--- config.mk ---
export PLATFORM = sky130hd
export DESIGN_NAME = frame_header_length_xor_checker_top
export DESIGN_NICKNAME = d
export VERILOG_FILES = /design/src/design/fhlx_pkg.sv /design/src/design/fhlx_in_stage.sv /design/src/design/fhlx_check_core.sv /design/src/design/fhlx_out_stage.sv /design/src/design/frame_header_length_xor_checker_top.sv
export VERILOG_INCLUDE_DIRS = /design/src /design/src/design
export SDC_FILE = /design/constraint.sdc
export NUM_CORES = 1
export LEC_CHECK = 0
export BUFFER_PORTS_ARGS = -buffer_cell sky130_fd_sc_hd__buf_2
export CAP_MARGIN = 40
export CORE_ASPECT_RATIO = 0.75
export CORE_MARGIN = 4
export CORE_UTILIZATION = 59
export DETAILED_ROUTE_END_ITERATION = 10
export GPL_ROUTABILITY_DRIVEN = 0
export PLACE_DENSITY = 0.75
export RECOVER_POWER = 100
export SLEW_MARGIN = 10
export SYNTH_ARGS = -nofsm -noshare
export SYNTH_HDL_FRONTEND = slang
export SYNTH_HIERARCHICAL = 1
export SYNTH_SLANG_ARGS = --single-unit
--- constraint.sdc ---
create_clock -name clk -period 8.4 [get_ports clk]
set_input_delay 2.52 -clock clk [delete_from_list [all_inputs] [get_ports clk]]
set_output_delay 2.52 -clock clk [all_outputs]
set_load 0.005 [all_outputs]
--- src/design/frame_header_length_xor_checker_top_defines.svh ---
// ---------------------------------------------------------------------------
// Frame checker assertion macros
// Concurrent assertion wrappers, empty under synthesis.
// ---------------------------------------------------------------------------
`ifndef FRAME_HEADER_LENGTH_XOR_CHECKER_TOP_DEFINES_SVH
`define FRAME_HEADER_LENGTH_XOR_CHECKER_TOP_DEFINES_SVH

`ifndef SYNTHESIS
`define FHLX_ASSERT(label, clk, rst_n, prop) \
    label: assert property (@(posedge clk) disable iff (!rst_n) (prop)) \
        else $error("frame checker assertion failed");
`define FHLX_ASSERT_NEVER(label, clk, rst_n, cond) \
    label: assert property (@(posedge clk) disable iff (!rst_n) !(cond)) \
        else $error("frame checker forbidden condition");
`else
`define FHLX_ASSERT(label, clk, rst_n, prop)
`define FHLX_ASSERT_NEVER(label, clk, rst_n, cond)
`endif

`endif

--- src/design/fhlx_pkg.sv ---
// ---------------------------------------------------------------------------
// Frame checker package
// Request types, frame layout constants and fault codes.
// ---------------------------------------------------------------------------
package fhlx_pkg;

    localparam int INDEX_W = 16;
    localparam int FAULT_W = 3;

    localparam logic [7:0] SYNC_BYTE = 8'hAA;
    localparam logic [INDEX_W-1:0] POS_SYNC_LAST = 16'd1;
    localparam logic [INDEX_W-1:0] POS_LEN_LO = 16'd6;
    localparam logic [INDEX_W-1:0] POS_LEN_HI = 16'd7;
    localparam logic [INDEX_W-1:0] CHECK_POS = 16'd8;
    localparam logic [INDEX_W-1:0] DATA_START = 16'd9;
    localparam logic [INDEX_W-1:0] INDEX_MAX = '1;

    localparam logic [FAULT_W-1:0] FAULT_NONE = 3'd0;
    localparam logic [FAULT_W-1:0] FAULT_SYNC = 3'd1;
    localparam logic [FAULT_W-1:0] FAULT_LENGTH = 3'd2;
    localparam logic [FAULT_W-1:0] FAULT_CHECK = 3'd3;
    localparam logic [FAULT_W-1:0] FAULT_SHORT = 3'd4;

    typedef struct packed {
        logic [7:0] data_byte;
        logic       last_byte;
    } byte_item_t;

    typedef struct packed {
        logic               frame_ok;
        logic [FAULT_W-1:0] fault_code;
    } verdict_item_t;

endpackage

--- src/design/fhlx_in_stage.sv ---
// ---------------------------------------------------------------------------
// Frame checker input stage
// Input register that holds one byte request until the core takes it.
// ---------------------------------------------------------------------------
module fhlx_in_stage
    import fhlx_pkg::*;
(
    input  logic       clk,
    input  logic       rst_n,
    input  logic       byte_valid,
    output logic       byte_stall,
    input  byte_item_t byte_item,
    input  logic       take,
    output logic       held_valid,
    output byte_item_t held_item
);

    logic       valid_reg;
    logic       valid_next;
    byte_item_t item_reg;
    logic       accept;

    assign byte_stall = valid_reg && !take;
    assign accept     = byte_valid && !byte_stall;

    always_comb
    begin
        valid_next = valid_reg;
        if (accept)
        begin
            valid_next = 1'b1;
        end
        else if (take)
        begin
            valid_next = 1'b0;
        end
    end

    always_ff @(posedge clk or negedge rst_n)
    begin
        if (!rst_n)
        begin
            valid_reg <= 1'b0;
        end
        else
        begin
            valid_reg <= valid_next;
        end
    end

    always_ff @(posedge clk)
    begin
        if (accept)
        begin
            item_reg <= byte_item;
        end
    end

    assign held_valid = valid_reg;
    assign held_item  = item_reg;

endmodule

--- src/design/fhlx_check_core.sv ---
// ---------------------------------------------------------------------------
// Frame checker core
// Per-frame state, byte absorption and end-of-frame verdict.
// ---------------------------------------------------------------------------
`include "frame_header_length_xor_checker_top_defines.svh"

module fhlx_check_core
    import fhlx_pkg::*;
(
    input  logic          clk,
    input  logic          rst_n,
    input  logic          fire,
    input  byte_item_t    item,
    output verdict_item_t verdict
);

    logic [INDEX_W-1:0] byte_index_reg;
    logic [INDEX_W-1:0] byte_index_next;
    logic               index_overflow_reg;
    logic               index_overflow_next;
    logic               sync_bad_reg;
    logic               sync_bad_next;
    logic [15:0]        length_field_reg;
    logic [15:0]        length_field_next;
    logic [7:0]         stored_check_reg;
    logic [7:0]         stored_check_next;
    logic [7:0]         running_xor_reg;
    logic [7:0]         running_xor_next;

    logic [15:0]        len_abs;
    logic [7:0]         check_abs;
    logic [7:0]         xor_abs;
    logic               sync_abs;
    logic               absorb;
    logic [FAULT_W-1:0] code;

    assign absorb = !index_overflow_reg;

    always_comb
    begin
        sync_abs  = sync_bad_reg;
        len_abs   = length_field_reg;
        check_abs = stored_check_reg;
        xor_abs   = running_xor_reg;
        if (absorb)
        begin
            if (byte_index_reg <= POS_SYNC_LAST)
            begin
                sync_abs = sync_bad_reg || (item.data_byte != SYNC_BYTE);
            end
            else if (byte_index_reg == POS_LEN_LO)
            begin
                len_abs = {length_field_reg[15:8], item.data_byte};
            end
            else if (byte_index_reg == POS_LEN_HI)
            begin
                len_abs = {item.data_byte, length_field_reg[7:0]};
            end
            else if (byte_index_reg == CHECK_POS)
            begin
                check_abs = item.data_byte;
            end
            else if (byte_index_reg >= DATA_START)
            begin
                xor_abs = running_xor_reg ^ item.data_byte;
            end
        end
    end

    always_comb
    begin
        if (!index_overflow_reg && byte_index_reg < DATA_START)
        begin
            code = FAULT_SHORT;
        end
        else if (sync_abs)
        begin
            code = FAULT_SYNC;
        end
        else if (index_overflow_reg || byte_index_reg == INDEX_MAX)
        begin
            code = FAULT_LENGTH;
        end
        else if (len_abs != byte_index_reg + 16'd1)
        begin
            code = FAULT_LENGTH;
        end
        else if (xor_abs != check_abs)
        begin
            code = FAULT_CHECK;
        end
        else
        begin
            code = FAULT_NONE;
        end
    end

    assign verdict.fault_code = code;
    assign verdict.frame_ok   = (code == FAULT_NONE);

    always_comb
    begin
        byte_index_next     = byte_index_reg;
        index_overflow_next = index_overflow_reg;
        sync_bad_next       = sync_bad_reg;
        length_field_next   = length_field_reg;
        stored_check_next   = stored_check_reg;
        running_xor_next    = running_xor_reg;
        if (fire)
        begin
            if (item.last_byte)
            begin
                byte_index_next     = '0;
                index_overflow_next = 1'b0;
                sync_bad_next       = 1'b0;
                length_field_next   = '0;
                stored_check_next   = '0;
                running_xor_next    = '0;
            end
            else
            begin
                sync_bad_next     = sync_abs;
                length_field_next = len_abs;
                stored_check_next = check_abs;
                running_xor_next  = xor_abs;
                if (!index_overflow_reg)
                begin
                    if (byte_index_reg == INDEX_MAX)
                    begin
                        index_overflow_next = 1'b1;
                    end
                    else
                    begin
                        byte_index_next = byte_index_reg + 16'd1;
                    end
                end
            end
        end
    end

    always_ff @(posedge clk or negedge rst_n)
    begin
        if (!rst_n)
        begin
            byte_index_reg     <= '0;
            index_overflow_reg <= 1'b0;
            sync_bad_reg       <= 1'b0;
            length_field_reg   <= '0;
            stored_check_reg   <= '0;
            running_xor_reg    <= '0;
        end
        else
        begin
            byte_index_reg     <= byte_index_next;
            index_overflow_reg <= index_overflow_next;
            sync_bad_reg       <= sync_bad_next;
            length_field_reg   <= length_field_next;
            stored_check_reg   <= stored_check_next;
            running_xor_reg    <= running_xor_next;
        end
    end

    `FHLX_ASSERT(a_clear_after_last, clk, rst_n, (fire && item.last_byte) |=> (byte_index_reg == '0 && !index_overflow_reg && running_xor_reg == '0))
    `FHLX_ASSERT(a_overflow_saturated, clk, rst_n, index_overflow_reg |-> (byte_index_reg == INDEX_MAX))
    `FHLX_ASSERT_NEVER(a_short_has_data, clk, rst_n, (!index_overflow_reg && byte_index_reg < DATA_START && running_xor_reg != '0))

endmodule

--- src/design/fhlx_out_stage.sv ---
// ---------------------------------------------------------------------------
// Frame checker output stage
// Result register that holds a verdict request until the receiver takes it.
// ---------------------------------------------------------------------------
module fhlx_out_stage
    import fhlx_pkg::*;
(
    input  logic          clk,
    input  logic          rst_n,
    input  logic          load,
    input  verdict_item_t load_item,
    output logic          free,
    output logic          verdict_valid,
    input  logic          verdict_stall,
    output verdict_item_t verdict_item
);

    logic          valid_reg;
    logic          valid_next;
    verdict_item_t item_reg;

    assign free = !valid_reg || !verdict_stall;

    always_comb
    begin
        valid_next = valid_reg;
        if (load)
        begin
            valid_next = 1'b1;
        end
        else if (!verdict_stall)
        begin
            valid_next = 1'b0;
        end
    end

    always_ff @(posedge clk or negedge rst_n)
    begin
        if (!rst_n)
        begin
            valid_reg <= 1'b0;
        end
        else
        begin
            valid_reg <= valid_next;
        end
    end

    always_ff @(posedge clk)
    begin
        if (load)
        begin
            item_reg <= load_item;
        end
    end

    assign verdict_valid = valid_reg;
    assign verdict_item  = item_reg;

endmodule

--- src/design/frame_header_length_xor_checker_top.sv ---
// ---------------------------------------------------------------------------
// Frame header, length and XOR checker
// Checks sync bytes, length field and XOR checksum of a byte-serial frame.
// ---------------------------------------------------------------------------
// Usage:
//   The byte channel (byte_valid, byte_stall, byte_item) carries one frame
//   byte per request, byte 0 first, with last_byte set on the final byte.
//   The verdict channel (verdict_valid, verdict_stall, verdict_item) gives
//   one request per frame: frame_ok and the first failing fault_code.
//   Throughput is one byte per cycle unless a stalled verdict holds the
//   last byte. A byte waits in the input register until the core takes
//   it, and a last byte's verdict is registered as that byte is taken.
//   The last byte waits in the input register only while a previous
//   verdict is still stalled in the result register; other bytes pass.
//   While verdict_stall is high the verdict holds; byte_stall rises once
//   a final byte reaches the input register behind it.
//   Reset clears both registers' valid flags and all per-frame state;
//   the first byte after reset is byte 0 of a frame.
// ---------------------------------------------------------------------------
module frame_header_length_xor_checker_top
    import fhlx_pkg::*;
(
    input  logic          clk,
    input  logic          rst_n,
    input  logic          byte_valid,
    output logic          byte_stall,
    input  byte_item_t    byte_item,
    output logic          verdict_valid,
    input  logic          verdict_stall,
    output verdict_item_t verdict_item
);

    logic          held_valid;
    byte_item_t    held_item;
    logic          out_free;
    logic          take;
    verdict_item_t core_verdict;

    assign take = held_valid && (!held_item.last_byte || out_free);

    fhlx_in_stage u_in_stage (
        .clk        (clk),
        .rst_n      (rst_n),
        .byte_valid (byte_valid),
        .byte_stall (byte_stall),
        .byte_item  (byte_item),
        .take       (take),
        .held_valid (held_valid),
        .held_item  (held_item)
    );

    fhlx_check_core u_check_core (
        .clk     (clk),
        .rst_n   (rst_n),
        .fire    (take),
        .item    (held_item),
        .verdict (core_verdict)
    );

    fhlx_out_stage u_out_stage (
        .clk           (clk),
        .rst_n         (rst_n),
        .load          (take && held_item.last_byte),
        .load_item     (core_verdict),
        .free          (out_free),
        .verdict_valid (verdict_valid),
        .verdict_stall (verdict_stall),
        .verdict_item  (verdict_item)
    );

endmodule

==> key figures <==
Run status
  • Outcome: finished, violations left
  • Violated checks: max-capacitance violations, max-slew violations

GRT
  • Gr ovfl total: 0
  • Initial antenna violation count: 0
  • Largest net degree at the start of global routing: 53
  • First-pass GRT wire length: 17,870 um
  • Vias in the first global route: 3,409
  • Total GRT Usage: 27.34%

Yosys
  • Cell accounting for the most synthesized area: dfrtp_1
  • Sequential area share after synthesis: 41.24%
  • Synth area leaders: dfrtp_1 32%, edfxtp_1 9.5%, o21ai_0 8.5%
  • Synth cell types: 60
  • Ys async rst share: 80.00%
  • Synth warnings: 6
  • Post-synth EDFFs: 13
  • Number of synthesized register bits: 65
  • Top FF cell, synth: dfrtp_1
  • Mean post-synth cell area: 8.858 sq um
  • Mapped cell area: 4101 sq um
  • Top-area cell type share of the netlist area: 31.73%
  • Most frequent cell after synthesis: o21ai_0
  • Synth cell count leaders: 70 x o21ai_0, 54 x nand2_1, 52 x dfrtp_1
  • Synth Instances: 463
  • Syn nets: 480

Layout
  • Area Overhead vs Synth: 6.956%
  • N_diodes: 0
  • Fillers: 581
  • Design Area, Final: 4387 sq um
  • Layout net count: 490
  • Layout cells sized above 1: 8.368%

Timing
  • Minimum clock period: 6723 ps
  • Worst Hold Slack: 492.2 ps
  • Setup_tns: 0 ps
  • Slew HR: -89.52%
  • Final Hold Fails: 0
  • Setup repair after global routing missed its margin: no
  • Actual slew at the worst max-slew pin: 2843 ps
  • Highest Clock Rate: 148.7 MHz
  • Slew Limit Fails: 53
  • Max Clock Skew: 9.685 ps
  • Tcrit/Tclk final: 80.04%
  • Setup violators final: 0

Clocking
  • Clock Pin Slew Worst Setup and Hold Paths: 80 ps
  • CTS sink count: 65
  • CTS tree: yes
  • H-tree levels: 3
  • Clock Latency Late Sink: 350 ps
  • Root buffer cell: clkbuf_8
  • Clk buf depth: 2
  • CTS Buf Count: 9
  • Postcts setup bufs: 0
  • Hold buffers post-CTS: 0
  • Post-CTS resize count: 0

Detailed routing
  • Vias: 3,732
  • Total iterations of the first detailed-routing run: 5
  • Met2 routed WL: 4912 um
  • Drt drc: 0
  • WL/cell: 19.96 um
  • DR iter-0 viols: 366
  • DR top layer: met4
  • Metal3 WL: 1285 um
  • Vias per std cell: 6.641
  • WL met1: 4942 um
  • Final wirelength: 11,220 um
  • DRT antenna net count: 0

Floorplan
  • Die span in y: 80.21 um
  • Num ports: 19
  • Initial core utilization: 60.61%
  • Die footprint: 8363 sq um
  • Core ar.: 6766 sq um
  • # rows: 26
  • Die width: 104.3 um

Placement
  • DP Area: 4214 sq um
  • HPWL after DPL: 7626 um
  • Port-buffer cells: 18

Critical path
  • CP arrival: 4200 ps
  • CP Launch Type: primary input
  • Critical R2R Capture: u_out_stage/verdict_item[1]
  • FF-to-FF Start: u_check_core/byte_index_reg[12]
  • Worst setup startpoint: verdict_stall
  • WP data required: 5880 ps
  • Worst reg-to-reg setup slack: 4550 ps
  • Crit path max fanout: 12
  • Setup crit end: byte_stall
  • Setup CP Type: in -> out
  • Crit. End Element: primary output
  • FF-to-FF path depth: 9

Power
  • VDD IR max: 0.1328 mV
  • Power Density: 171.9 nW/um^2
  • Pleak: 1.877 nW

Job
  • Max Cap Viol: 1

Hold path
  • HP Class: reg -> reg
[worst max-delay path, stage by stage]
cell	delay [ps]
buf_2	100
nand2_1	70
inv_1	40
a21boi_0	1060
nand2b_1	260
inv_1	50
clkbuf_1	100
[cells in the final DEF (no fill, tap or decap), types with 7 or more instances in the layout]
master	n
nand3_1	9
nor4_1	10
xnor2_1	17
a21o_1	8
buf_2	15
edfxtp_1	13
nand2b_1	23
o21ai_0	73
nor3_1	8
inv_1	16
clkbuf_8	9
nor2_1	17
mux2i_1	10
xor2_1	7
and3_1	10
dfrtp_1	52
a21oi_1	21
nand2_1	54
[kinds of logic after synthesis]
logic type / share of synthesized area (%)
simple gates: 21.84
compound gates: 23.61
flops: 41.24
buf+inv: 4.515
xor+xnor: 5.125
mux: 2.441
fa+ha+maj: 1.220
[through the flow]
step           util [%]  worst slack (ps)  power, mW  std cells
2_1_floorplan         -              2880     0.4342        463
3_3_place_gp      62.20              2056     0.4773        545
3_5_place_dp      62.28              2003     0.4800        546
4_1_cts           65.27              2003     0.7570        562
5_1_grt           64.83              1640     0.7883        562
6_report          64.83              1677     0.7540        562
[worst min path at each step]
stage | start | to | cells past startpoint
after global placement | u_check_core/length_field_reg[2] | u_check_core/length_field_reg[2] | 2
after CTS | u_check_core/length_field_reg[6] | u_check_core/length_field_reg[6] | 2
final | u_check_core/length_field_reg[4] | u_check_core/length_field_reg[4] | 2
after detailed placement | u_check_core/length_field_reg[6] | u_check_core/length_field_reg[6] | 2
after floorplan | u_check_core/length_field_reg[14] | u_check_core/length_field_reg[14] | 2
after global routing | u_check_core/length_field_reg[6] | u_check_core/length_field_reg[6] | 2
[per-layer routing]
layer / global-route usage (%) / vias up
li1: - / 1725
met1: 38.37 / 1783
met2: 41.69 / 216
met3: 8.434 / 8
met4: 6.109 / 0
met5: 0 / -
[report_power, final]
group | total [mW] | switching, mW | internal, mW
Combinational | 0.113 | 0.0743 | 0.0388
Sequential | 0.362 | 0.0251 | 0.337
Clock | 0.279 | 0.139 | 0.140
Total | 0.754 | 0.238 | 0.516
[cell type report]
cell class	count	area [sq um]	share of cell area (%)
clock buffer	9	123.9	2.824
clock inverter	7	78.83	1.797
inverter	16	60.06	1.369
multi-input combinational	357	2207	50.31
sequential	65	1692	38.56
tap	84	105.1	2.396
timing repair buffer	24	120.1	2.738
No activity file was read; power rests on OpenSTA's default activity.
